File: config.mk
export PLATFORM = sky130hd
export DESIGN_NAME = xnpt_ram
export DESIGN_NICKNAME = d
export VERILOG_FILES = /design/src/design/xnpt_ram.sv
export SDC_FILE = /design/constraint.sdc
export NUM_CORES = 1
export LEC_CHECK = 0
export BUFFER_PORTS_ARGS = -buffer_cell sky130_fd_sc_hd__buf_2
export CORE_ASPECT_RATIO = 1.25
export CORE_MARGIN = 1.5
export CORE_UTILIZATION = 55
export DETAILED_ROUTE_END_ITERATION = 7
export PLACE_DENSITY = 0.81
export SYNTH_ARGS = -nofsm -noshare
export SYNTH_HDL_FRONTEND = slang
export SYNTH_SLANG_ARGS = --single-unit
File: constraint.sdc
create_clock -name clk -period 4.35 [get_ports clk]
set_clock_uncertainty 0.1 [all_clocks]
set_input_delay 0.435 -clock clk [delete_from_list [all_inputs] [get_ports clk]]
set_output_delay 0.435 -clock clk [all_outputs]
set_load 0.03 [all_outputs]
File: src/design/xnpt_ram.sv
module xnpt_ram #(
	parameter int WIDTH = 8,
	parameter int DEPTH = 16
) (
	input  logic                     clk,
	input  logic                     we,
	input  logic [$clog2(DEPTH)-1:0] waddr,
	input  logic [WIDTH-1:0]         wdata,
	input  logic                     re,
	input  logic [$clog2(DEPTH)-1:0] raddr,
	output logic [WIDTH-1:0]         rdata
);

	logic [WIDTH-1:0] mem [DEPTH];

	always_ff @(posedge clk) begin
		if (we) begin
			mem[waddr] <= wdata;
		end
		if (re) begin
			rdata <= mem[raddr];
		end
	end

endmodule

== Word-level counts from Yosys, hierarchy flattened ==
Memories as Yosys holds them, arrays and structs flattened. A register that Yosys moved wholly into a read port is not among the register bits.
Index checks and enable logic that the tools add are counted.

* Logic and storage cells: 3
* Register bits after elaboration: 0
* Memories kept: 1
* Output and inout bits: 8
* RAM bits: 128

{| class="wikitable"
|+ Memories
! name !! depth !! width !! rd ports !! clocked after memory_dff !! wr ports !! line !! source
|-
| mem || 16 || 8 || 1 || 1 || 1 || 14 || <nowiki>logic [WIDTH-1:0] mem [DEPTH];</nowiki>
|}

* Multiplexer cells: 2

{| class="wikitable"
|+ Operators by type and width
! cell !! number
|-
| $mux 1 || 2
|}

== Logic depth before layout (Yosys ltp) ==
Gate-level depths: netlist (run 1).

* Word-level depth: 2
* Depth in mapped cells: 5

== Worst setup path after synthesis (run 1) ==
Ideal clock, no wire load.

* Kind: input to register
* Start: input port waddr[2]
* End: memory mem[0][0], enable pin
* Slack: 2,322 ps
* Path buffers: 0
* Data required time: 3,867 ps
* Arrival: 1,545 ps
* Stages on the path: 2
* Path through: or3b_2 > nor3_1

{| class="wikitable"
|+ RTL lines
! item !! line !! source
|-
| start: declaration || 7 || <nowiki>input logic [$clog2(DEPTH)-1:0] waddr,</nowiki>
|-
| end: declaration || 14 ||
|}

Straight into the memory's write port.

==> reports/metrics.csv, run 1 <==
stage;metric;value;unit
power;Final Power;2.94;mW
floorplan;Initial Util;0.570;
yosys;post-synth top area share;0.781;
clock_tree;clk slew on worst S/H paths;0.06;ns
yosys;sequential share of the synthesized area;0.781;
yosys;async set-or-reset flop fraction in the synthesized netlist;0;
clock_tree;CTS Buf Count;17;
clock_tree;CTS tree;yes;
yosys;Synth warnings;0;
route;Via density;6.12;
yosys;Netlist Area Pre-Place;5230;um^2
floorplan;height of the die;112;um
clock_tree;Root Driver;clkbuf_16;
sta;RSZ-0062 raised after global routing;no;
setup_path;critical path class;input pin to flop;
setup_path;path depth of the worst reg2reg path;3;
setup_path;CP top delay family;buffers and inverters;
floorplan;Die Footprint;10100;um^2
sta;final setup TNS;0;ns
floorplan;die width;90.2;um
setup_path;crit start category;input pin;
placement;detailed placement HPWL;5710;um
route;DR WL met3;646;um
setup_path;Max stage delay on crit path;0.74;ns
global_route;largest net degree at the start of global routing;33;
route;post-route ant nets;0;
clock_tree;clk buf depth;2;
setup_path;worst endpoint data arrival time;2.26;ns
clock_tree;Sink Count;136;
cells_and_area;Area Growth Syn to Fin;14.7;%
global_route;Congestion Overflow GR;0;
yosys;FF+latch count, synth;136;
sta;Tmin final;2.19;ns
setup_path;Worst Path Required;4.41;ns
setup_path;r2r endpoint;rdata[5];
floorplan;num ports;27;
sta;Slew HR;0.337;
route;Via Count;2472;
cells_and_area;layout net count;287;
power;Power Density;489;nW/um^2
route;drt wl/cell;24.1;um
global_route;first-pass GRT wire length;14700;um
cells_and_area;n_diodes;0;
route;Max Used Layer;met4;
yosys;largest area contributor in the netlist;edfxtp_1;
yosys;Post-Syn Area per Cell;22.8;um^2
job;max cap viols;0;
route;drt first-iter violations;284;
min_path;Hold EP;rdata[6];
clock_tree;H-tree depth;4;
route;router iterations before antenna repair;4;
yosys;post-synth cell types;18;
yosys;Mapped Cells;229;
min_path;worst hold path startpoint;re;
route;wire length on met1;3740;um
sta;final worst setup slack;2.16;ns
sta;fmax;456;MHz
placement;RD Place Congestion;0.726;
route;Post-Route WL;9720;um
floorplan;Rows;39;
yosys;Synth area leaders;edfxtp_1 78%, mux4_2 7.8%, mux4_1 7.0%;
yosys;syn_nets;248;
clock_tree;Clk Latency, worst-skew pair;0.42;ns
sta;worst-margin pin slew;0.991;ns
yosys;Top FF cell, synth;edfxtp_1;
clock_tree;# Post-CTS Setup Buffers;0;
global_route;vias in the first global route;2574;
clock_tree;post_cts resized;0;
power;Max rail drop VDD;261;uV
placement;Post-Place Setup Slack;1.70;ns
yosys;EDFF count, synth;136;
route;DRC violations left;0;
setup_path;Critical R2R Launch;mem[0][5];
setup_path;setup slack, reg-to-reg;2.71;ns
setup_path;worst-path fanout max;32;
setup_path;worst path bufs/invs;1;
sta;final max-slew violation count;0;
global_route;initial antenna violation count;0;
cells_and_area;fraction of layout cells with a size suffix above 1;0.267;
min_path;Hold Crit Class;input pin to flop;
yosys;Commonest cells post-synth;136 x edfxtp_1, 18 x mux4_2, 16 x a22oi_1, 14 x mux4_1, 13 x nor2_1;
min_path;hold depth;1;
global_route;Total Routing Usage GR;0.213;
power;Leakage;2.00;nW
route;WL met2;4940;um
setup_path;CP Capture Type;flop;
sta;Final setup viols;0;
placement;I/O Buffers;26;
outcome;status;finished clean;
yosys;top-count cell post-synth;edfxtp_1;
clock_tree;hold buffers post-CTS;0;
setup_path;Cell Chain, Critical Path;buf_2 -> mux4_1 -> a22oi_1 -> nand2_1;
sta;final hold vios;0;
floorplan;core area;9170;um^2
sta;period utilization;0.505;
setup_path;CP max stage cell;buf_2;
-- worst reg2reg max path: cells and delay by family, from the launching register on --
kind,cells,cell delay [ns]
mux,1,0.52
flops,1,0.38
compound gates,1,0.30
simple gates,1,0.09
-- metrics by stage --
step | cells | hold slack, ns | area (um^2) | utilization
final | 404 | 0.284 | 6000 | 0.654
after CTS | 404 | 0.277 | 6000 | 0.654
after detailed placement | 372 | 0.638 | 5460 | 0.595
after global routing | 404 | 0.283 | 6000 | 0.654
after floorplan | 229 | 0.434 | 5230 | -
after global placement | 372 | 0.626 | 5460 | 0.595
-- worst max path at each step --
| stage | endpoint | depth (start not counted) | slack, ns | startpoint |
|---|---|---|---|---|
| final | rdata[5] | 4 | 2.16 | raddr[0] |
| after CTS | rdata[3] | 4 | 2.13 | raddr[0] |
| after floorplan | mem[0][0] | 2 | 2.32 | waddr[2] |
| after detailed placement | rdata[3] | 4 | 1.70 | raddr[0] |
| after global placement | rdata[2] | 4 | 1.70 | raddr[0] |
| after global routing | rdata[5] | 4 | 2.00 | raddr[0] |
-- cell usage in the layout, fill, tap and decap left out, types with 5 or more instances in the layout --
cell type / netlist / layout
clkinv_1: 0 / 5
nand2_1: 9 / 9
nor2_1: 13 / 13
edfxtp_1: 136 / 136
clkinv_2: 0 / 7
mux4_2: 18 / 18
a22oi_1: 16 / 16
mux4_1: 14 / 14
clkbuf_16: 0 / 17
buf_2: 3 / 26
-- layout make-up --
type                    instances  area, um^2
repair buffers                 30         160
multi-input cells              83        1060
clock inverters                14         114
fillers                       596        3180
flip-flops and latches        136        4080
clock buffers                  18         429
well taps                     123         154
-- report_power, final --
group	switching (mW)	internal, mW	leakage (nW)
Sequential	0.00793	1.48	1.24
Combinational	0.0847	0.0515	0.494
Clock	0.491	0.823	0.274
-- flip-flops by register name (all words and copies together) (netlist names) --
register  count
mem         128
rdata         8
-- layer usage --
metal | track usage | vias up
met1 | 0.257 | 1253
met5 | 0 | -
li1 | - | 1061
met3 | 0.0663 | 24
met4 | 0.131 | 0
met2 | 0.337 | 134
-- cell families after synthesis --
kind of cell	Yosys count	share of synthesized area
buffers and inverters	10	0.0165
AND/OR/NAND/NOR	35	0.0314
multiplexers	32	0.148
AO/OA/AOI/OAI	16	0.0230
flip-flops	136	0.781
Note: power is estimated with default switching activity, not from simulation.
==> run 2: changes to the inputs <==
- clock period: 4.35 -> 2.1 ns (I/O delays scaled with it)
==> reports/metrics.csv, run 2 (synthesis gave the netlist of run 1 again) <==
stage;metric;value;unit;change
outcome;status;finished clean;;
global_route;Total Routing Usage GR;0.221;;+0.00864
power;Power Density;979;nW/um^2;+100%
clock_tree;clk buf depth;2;;unchanged
clock_tree;Sink Count;136;;unchanged
global_route;largest net degree at the start of global routing;33;;unchanged
route;drt wl/cell;23.8;um;-1.1%
route;drt first-iter violations;350;;+23%
sta;Tmin final;1.56;ns;
route;Via density;5.98;;-2.2%
power;switch share;0.202;;+0.00313
cells_and_area;largest registers;mem: 128 flops, rdata: 8 flops;;
placement;I/O Buffers;26;;unchanged
clock_tree;# Post-CTS Setup Buffers;0;;unchanged
power;Clk pwr share;0.436;;-0.012
power;Int Power;4.78;mW;+100%
sta;final setup TNS;0;ns;unchanged
floorplan;height of the die;112;um;unchanged
global_route;Congestion Overflow GR;0;;unchanged
setup_path;worst endpoint data arrival time;1.63;ns;-0.63 ns
clock_tree;H-tree depth;4;;unchanged
route;Post-Route WL;9950;um;+2.4%
cells_and_area;fraction of layout cells with a size suffix above 1;0.305;;+0.0382
clock_tree;CTS Buf Count;17;;unchanged
sta;WHS;0.0740;ns;-0.210 ns
sta;worst-margin pin slew;0.683;ns;-0.307 ns
sta;final max-slew violation count;0;;unchanged
route;DRC violations left;0;;unchanged
sta;Final setup viols;0;;unchanged
floorplan;Rows;39;;unchanged
power;Switch Pwr;1.21;mW;+110%
clock_tree;hold buffers post-CTS;0;;unchanged
power;Comb power frac;0.050;;+0.004
floorplan;die width;90.2;um;unchanged
floorplan;num ports;27;;unchanged
global_route;first-pass GRT wire length;15500;um;+5.1%
clock_tree;Root Driver;clkbuf_16;;
floorplan;core area;9170;um^2;unchanged
clock_tree;CTS tree;yes;;
job;max cap viols;0;;unchanged
power;Leakage;2.08;nW;+3.6%
route;router iterations before antenna repair;5;;+1
setup_path;worst-path fanout max;1;;-97%
setup_path;CP Capture Type;flop;;
cells_and_area;Biggest register;mem;;
cells_and_area;commonest non-fill, non-tap cell in the layout;edfxtp_1;;
route;post-route ant nets;0;;unchanged
sta;final hold vios;0;;unchanged
sta;period utilization;0.745;;
cells_and_area;max reg flops;128;;unchanged
sta;Slew HR;0.543;;+0.205
min_path;Hold Crit Class;input pin to flop;;
setup_path;crit start category;flop;;
sta;fmax;639;MHz;
power;Flop pwr share;0.514;;+0.008
cells_and_area;commonest non-fill, non-tap cells in the layout;136 x edfxtp_1, 26 x buf_2, 18 x mux4_2, 17 x clkbuf_16, 17 x buf_4;;
cells_and_area;layout net count;302;;+5.2%
cells_and_area;Area Growth Syn to Fin;16.9;%;
setup_path;Worst Path Required;2.16;ns;-2.25 ns
floorplan;Initial Util;0.570;;unchanged
global_route;vias in the first global route;2556;;-0.70%
sta;RSZ-0062 raised after global routing;no;;
floorplan;Die Footprint;10100;um^2;unchanged
clock_tree;post_cts resized;0;;unchanged
placement;RD Place Congestion;0.690;;-5.0%
route;Via Count;2501;;+1.2%
placement;placed instance area;5590;um^2;+2.5%
clock_tree;clk slew on worst S/H paths;0.06;ns;about the same
cells_and_area;Finished Cell Area;6110;um^2;+1.9%
cells_and_area;n_diodes;0;;unchanged
setup_path;critical path class;flop to flop;;
clock_tree;Clk Latency, worst-skew pair;0.41;ns;about the same
power;Max rail drop VDD;599;uV;+130%
placement;detailed placement HPWL;6120;um;+7.1%
global_route;initial antenna violation count;0;;unchanged
[run 2: changes by cell type in the layout (fill, tap and decap cells not counted), sizes merged]
cell and delta:
clkinvlp +1, clkinv -3, buf +15, bufinv -1, clkbuf +2
[run 2: critical path: stages (launching register included)]
cell	delay [ns]
edfxtp_1	0.41
mux4_2	0.46
a22oi_1	0.26
nand2_1	0.08
[run 2: worst paths after layout]
kind / start / to / slack, ns / cells after the start
max: mem[1][6] / rdata[6] / 0.54 / 3
min: wdata[0] / mem[1][0] / 0.07 / 1
max reg2reg: mem[1][6] / rdata[6] / 0.54 / 3
min reg2reg: mem[12][6] / rdata[6] / 0.65 / 3
[run 2: final cells by class]
cell class	instances	area, um^2
clock buffer	20	437
clock inverter	11	83.8
fill	611	3060
multi-input combinational	83	1060
sequential	136	4080
tap	123	154
timing repair buffer	45	298
[run 2: power groups by stage]
stage,registers [mW],clock network [mW],logic (mW)
after global routing,3.08,2.77,0.323
after CTS,3.08,2.64,0.301
after detailed placement,3.13,0,0.300
after floorplan,3.15,0,0.154
final,3.08,2.61,0.299
after global placement,3.13,0,0.290
[run 2: through the flow]
| stage | power, mW | std cells | setup slack (ns) | utilization |
|---|---|---|---|---|
| 6_report | 5.98 | 418 | 0.536 | 0.666 |
| 5_1_grt | 6.18 | 418 | 0.469 | 0.666 |
| 4_1_cts | 6.02 | 418 | 0.542 | 0.666 |
| 3_5_place_dp | 3.43 | 387 | 0.208 | 0.610 |
| 3_3_place_gp | 3.42 | 387 | 0.266 | 0.610 |
| 2_1_floorplan | 3.31 | 229 | 0.297 | - |
[run 2: metal layers]
metal  GRT usage  vias to the layer above  share of wire
li1            -                     1091              -
met1       0.293                     1277           0.41
met2       0.343                      113           0.51
met3      0.0697                       20          0.059
met4      0.0963                        0          0.022
met5           0                        -              0
==> run 3: changes to the inputs <==
- clock period: 2.1 -> 1.6 ns (I/O delays scaled with it)
==> reports/metrics.csv, run 3 (synthesis gave the netlist of run 1 again) <==
stage;metric;value;unit;change
setup_path;setup slack, reg-to-reg;0.01;ns;-0.52 ns
floorplan;Rows;39;;unchanged
min_path;worst hold path startpoint;re;;
sta;Final setup viols;0;;unchanged
clock_tree;clk buf depth;2;;unchanged
setup_path;Critical R2R Launch;mem[2][2];;
placement;placed insts;395;;+2.1%
global_route;first-pass GRT wire length;15600;um;+0.45%
setup_path;CP max stage cell;mux4_1;;
clock_tree;CTS tree;yes;;
cells_and_area;fraction of layout cells with a size suffix above 1;0.350;;+0.0448
route;Post-Route WL;10200;um;+2.0%
sta;final setup TNS;0;ns;unchanged
placement;I/O Buffers;26;;unchanged
setup_path;critical path class;flop to flop;;
power;Power Density;1290;nW/um^2;+32%
sta;worst-margin pin slew;0.766;ns;+0.0830 ns
setup_path;r2r endpoint;rdata[2];;
cells_and_area;max reg flops;128;;unchanged
sta;WHS;0.0135;ns;-0.0604 ns
power;Max rail drop VDD;936;uV;+56%
cells_and_area;fill count;595;;-2.6%
min_path;hold depth;1;;unchanged
clock_tree;hold buffers post-CTS;0;;unchanged
setup_path;Cell Chain, Critical Path;mux4_1 -> a22oi_1 -> nand2_1;;
route;Via Count;2578;;+3.1%
setup_path;CP top delay family;multiplexers;;
job;max cap viols;0;;unchanged
sta;final max-slew violation count;0;;unchanged
clock_tree;CTS Buf Count;17;;unchanged
placement;Post-Place Setup Slack;-0.184;ns;-0.393 ns
sta;final worst setup slack;0.0136;ns;-0.522 ns
setup_path;Worst Path Required;1.65;ns;-0.51 ns
setup_path;CP Capture Type;flop;;
floorplan;Initial Util;0.570;;unchanged
clock_tree;clk slew on worst S/H paths;0.06;ns;about the same
clock_tree;H-tree depth;4;;unchanged
cells_and_area;Area Growth Syn to Fin;18.9;%;
route;drt wl/cell;23.8;um;about the same
global_route;vias in the first global route;2634;;+3.1%
setup_path;crit start category;flop;;
clock_tree;Root Driver;clkbuf_16;;
sta;period utilization;0.992;;+0.247
cells_and_area;largest registers;mem: 128 flops, rdata: 8 flops;;
cells_and_area;commonest non-fill, non-tap cells in the layout;136 x edfxtp_1, 26 x buf_2, 24 x buf_4, 22 x mux4_2, 17 x clkbuf_16;;
clock_tree;Sink Count;136;;unchanged
cells_and_area;non-filler cells in the finished layout;426;;+1.9%
global_route;Congestion Overflow GR;0;;unchanged
setup_path;worst-path fanout max;1;;unchanged
floorplan;Die Footprint;10100;um^2;unchanged
floorplan;height of the die;112;um;unchanged
min_path;Hold Crit Class;input pin to flop;;
floorplan;num ports;27;;unchanged
outcome;status;finished clean;;
setup_path;worst endpoint data arrival time;1.64;ns;about the same
sta;RSZ-0062 raised after global routing;yes;;
cells_and_area;layout net count;310;;+2.6%
placement;RD Place Congestion;0.743;;+7.6%
setup_path;path depth of the worst reg2reg path;3;;unchanged
clock_tree;# Post-CTS Setup Buffers;0;;unchanged
route;DRC violations left;0;;unchanged
global_route;largest net degree at the start of global routing;28;;-15%
global_route;initial antenna violation count;0;;unchanged
cells_and_area;n_diodes;0;;unchanged
route;Via density;6.05;;+1.1%
floorplan;die width;90.2;um;unchanged
placement;detailed placement HPWL;6360;um;+4.0%
route;post-route ant nets;0;;unchanged
cells_and_area;Biggest register;mem;;
power;Leakage;2.12;nW;+2.1%
sta;fmax;630;MHz;-1.4%
setup_path;Max stage delay on crit path;0.53;ns;+0.07 ns
setup_path;worst path bufs/invs;0;;unchanged
route;drt first-iter violations;378;;+8.0%
global_route;Total Routing Usage GR;0.220;;-0.00168
cells_and_area;Register Area;4080;um^2;unchanged
min_path;Hold EP;rdata[4];;
sta;Tmin final;1.59;ns;+0.0220 ns
cells_and_area;Finished Cell Area;6220;um^2;+1.7%
cells_and_area;area of the multi-input gates;1070;um^2;+0.95%
route;router iterations before antenna repair;5;;unchanged
cells_and_area;commonest non-fill, non-tap cell in the layout;edfxtp_1;;
clock_tree;Clk Latency, worst-skew pair;0.41;ns;about the same
floorplan;core area;9170;um^2;unchanged
placement;placed instance area;5670;um^2;+1.4%
sta;Slew HR;0.487;;-0.0555
sta;final hold vios;0;;unchanged
## run 3: worst max-delay path by stage
stage | start | endpoint | cells after the start
6_report | mem[2][2] | rdata[2] | 3
5_1_grt | mem[2][0] | rdata[0] | 3
4_1_cts | mem[5][1] | rdata[1] | 3
3_5_place_dp | raddr[0] | rdata[0] | 5
3_3_place_gp | raddr[0] | rdata[2] | 5
2_1_floorplan | raddr[0] | rdata[1] | 5
## run 3: timing repair
action	in CTS	in global routing
hold endpoints to repair	0	0
pin swaps	1	2
endpoints found under the setup margin	2	5
resized for setup	2	6
## run 3: metal layers
layer | routed length [um] | vias to the layer above | GRT usage
li1 | - | 1098 | -
met1 | 3920 | 1332 | 0.283
met2 | 5310 | 134 | 0.353
met3 | 758 | 14 | 0.0656
met4 | 160 | 0 | 0.0921
met5 | 0 | - | 0
## run 3: final cells by class
type / count / area share
clock buffers: 18 / 0.0690
clock inverters: 13 / 0.0181
multi-input cells: 83 / 0.172
flip-flops and latches: 136 / 0.657
well taps: 123 / 0.0248
repair buffers: 53 / 0.0596
## run 3: power breakdown
part	switching [mW]	internal, mW
combinational	0.248	0.174
sequential	0.0223	4.02
clock	1.31	2.24
total	1.58	6.43
## run 3: worst register-to-register path, stage by stage, from the launching register on
cell	delay [ns]
edfxtp_1	0.35
mux4_1	0.53
a22oi_1	0.27
nand2_1	0.08
## run 3: stage by stage
stage	power [mW]	utilization
finish	8.01	0.678
global route	8.27	0.678
CTS	8.06	0.678
detailed placement	4.52	0.618
global placement	4.50	0.618
floorplan	4.34	-
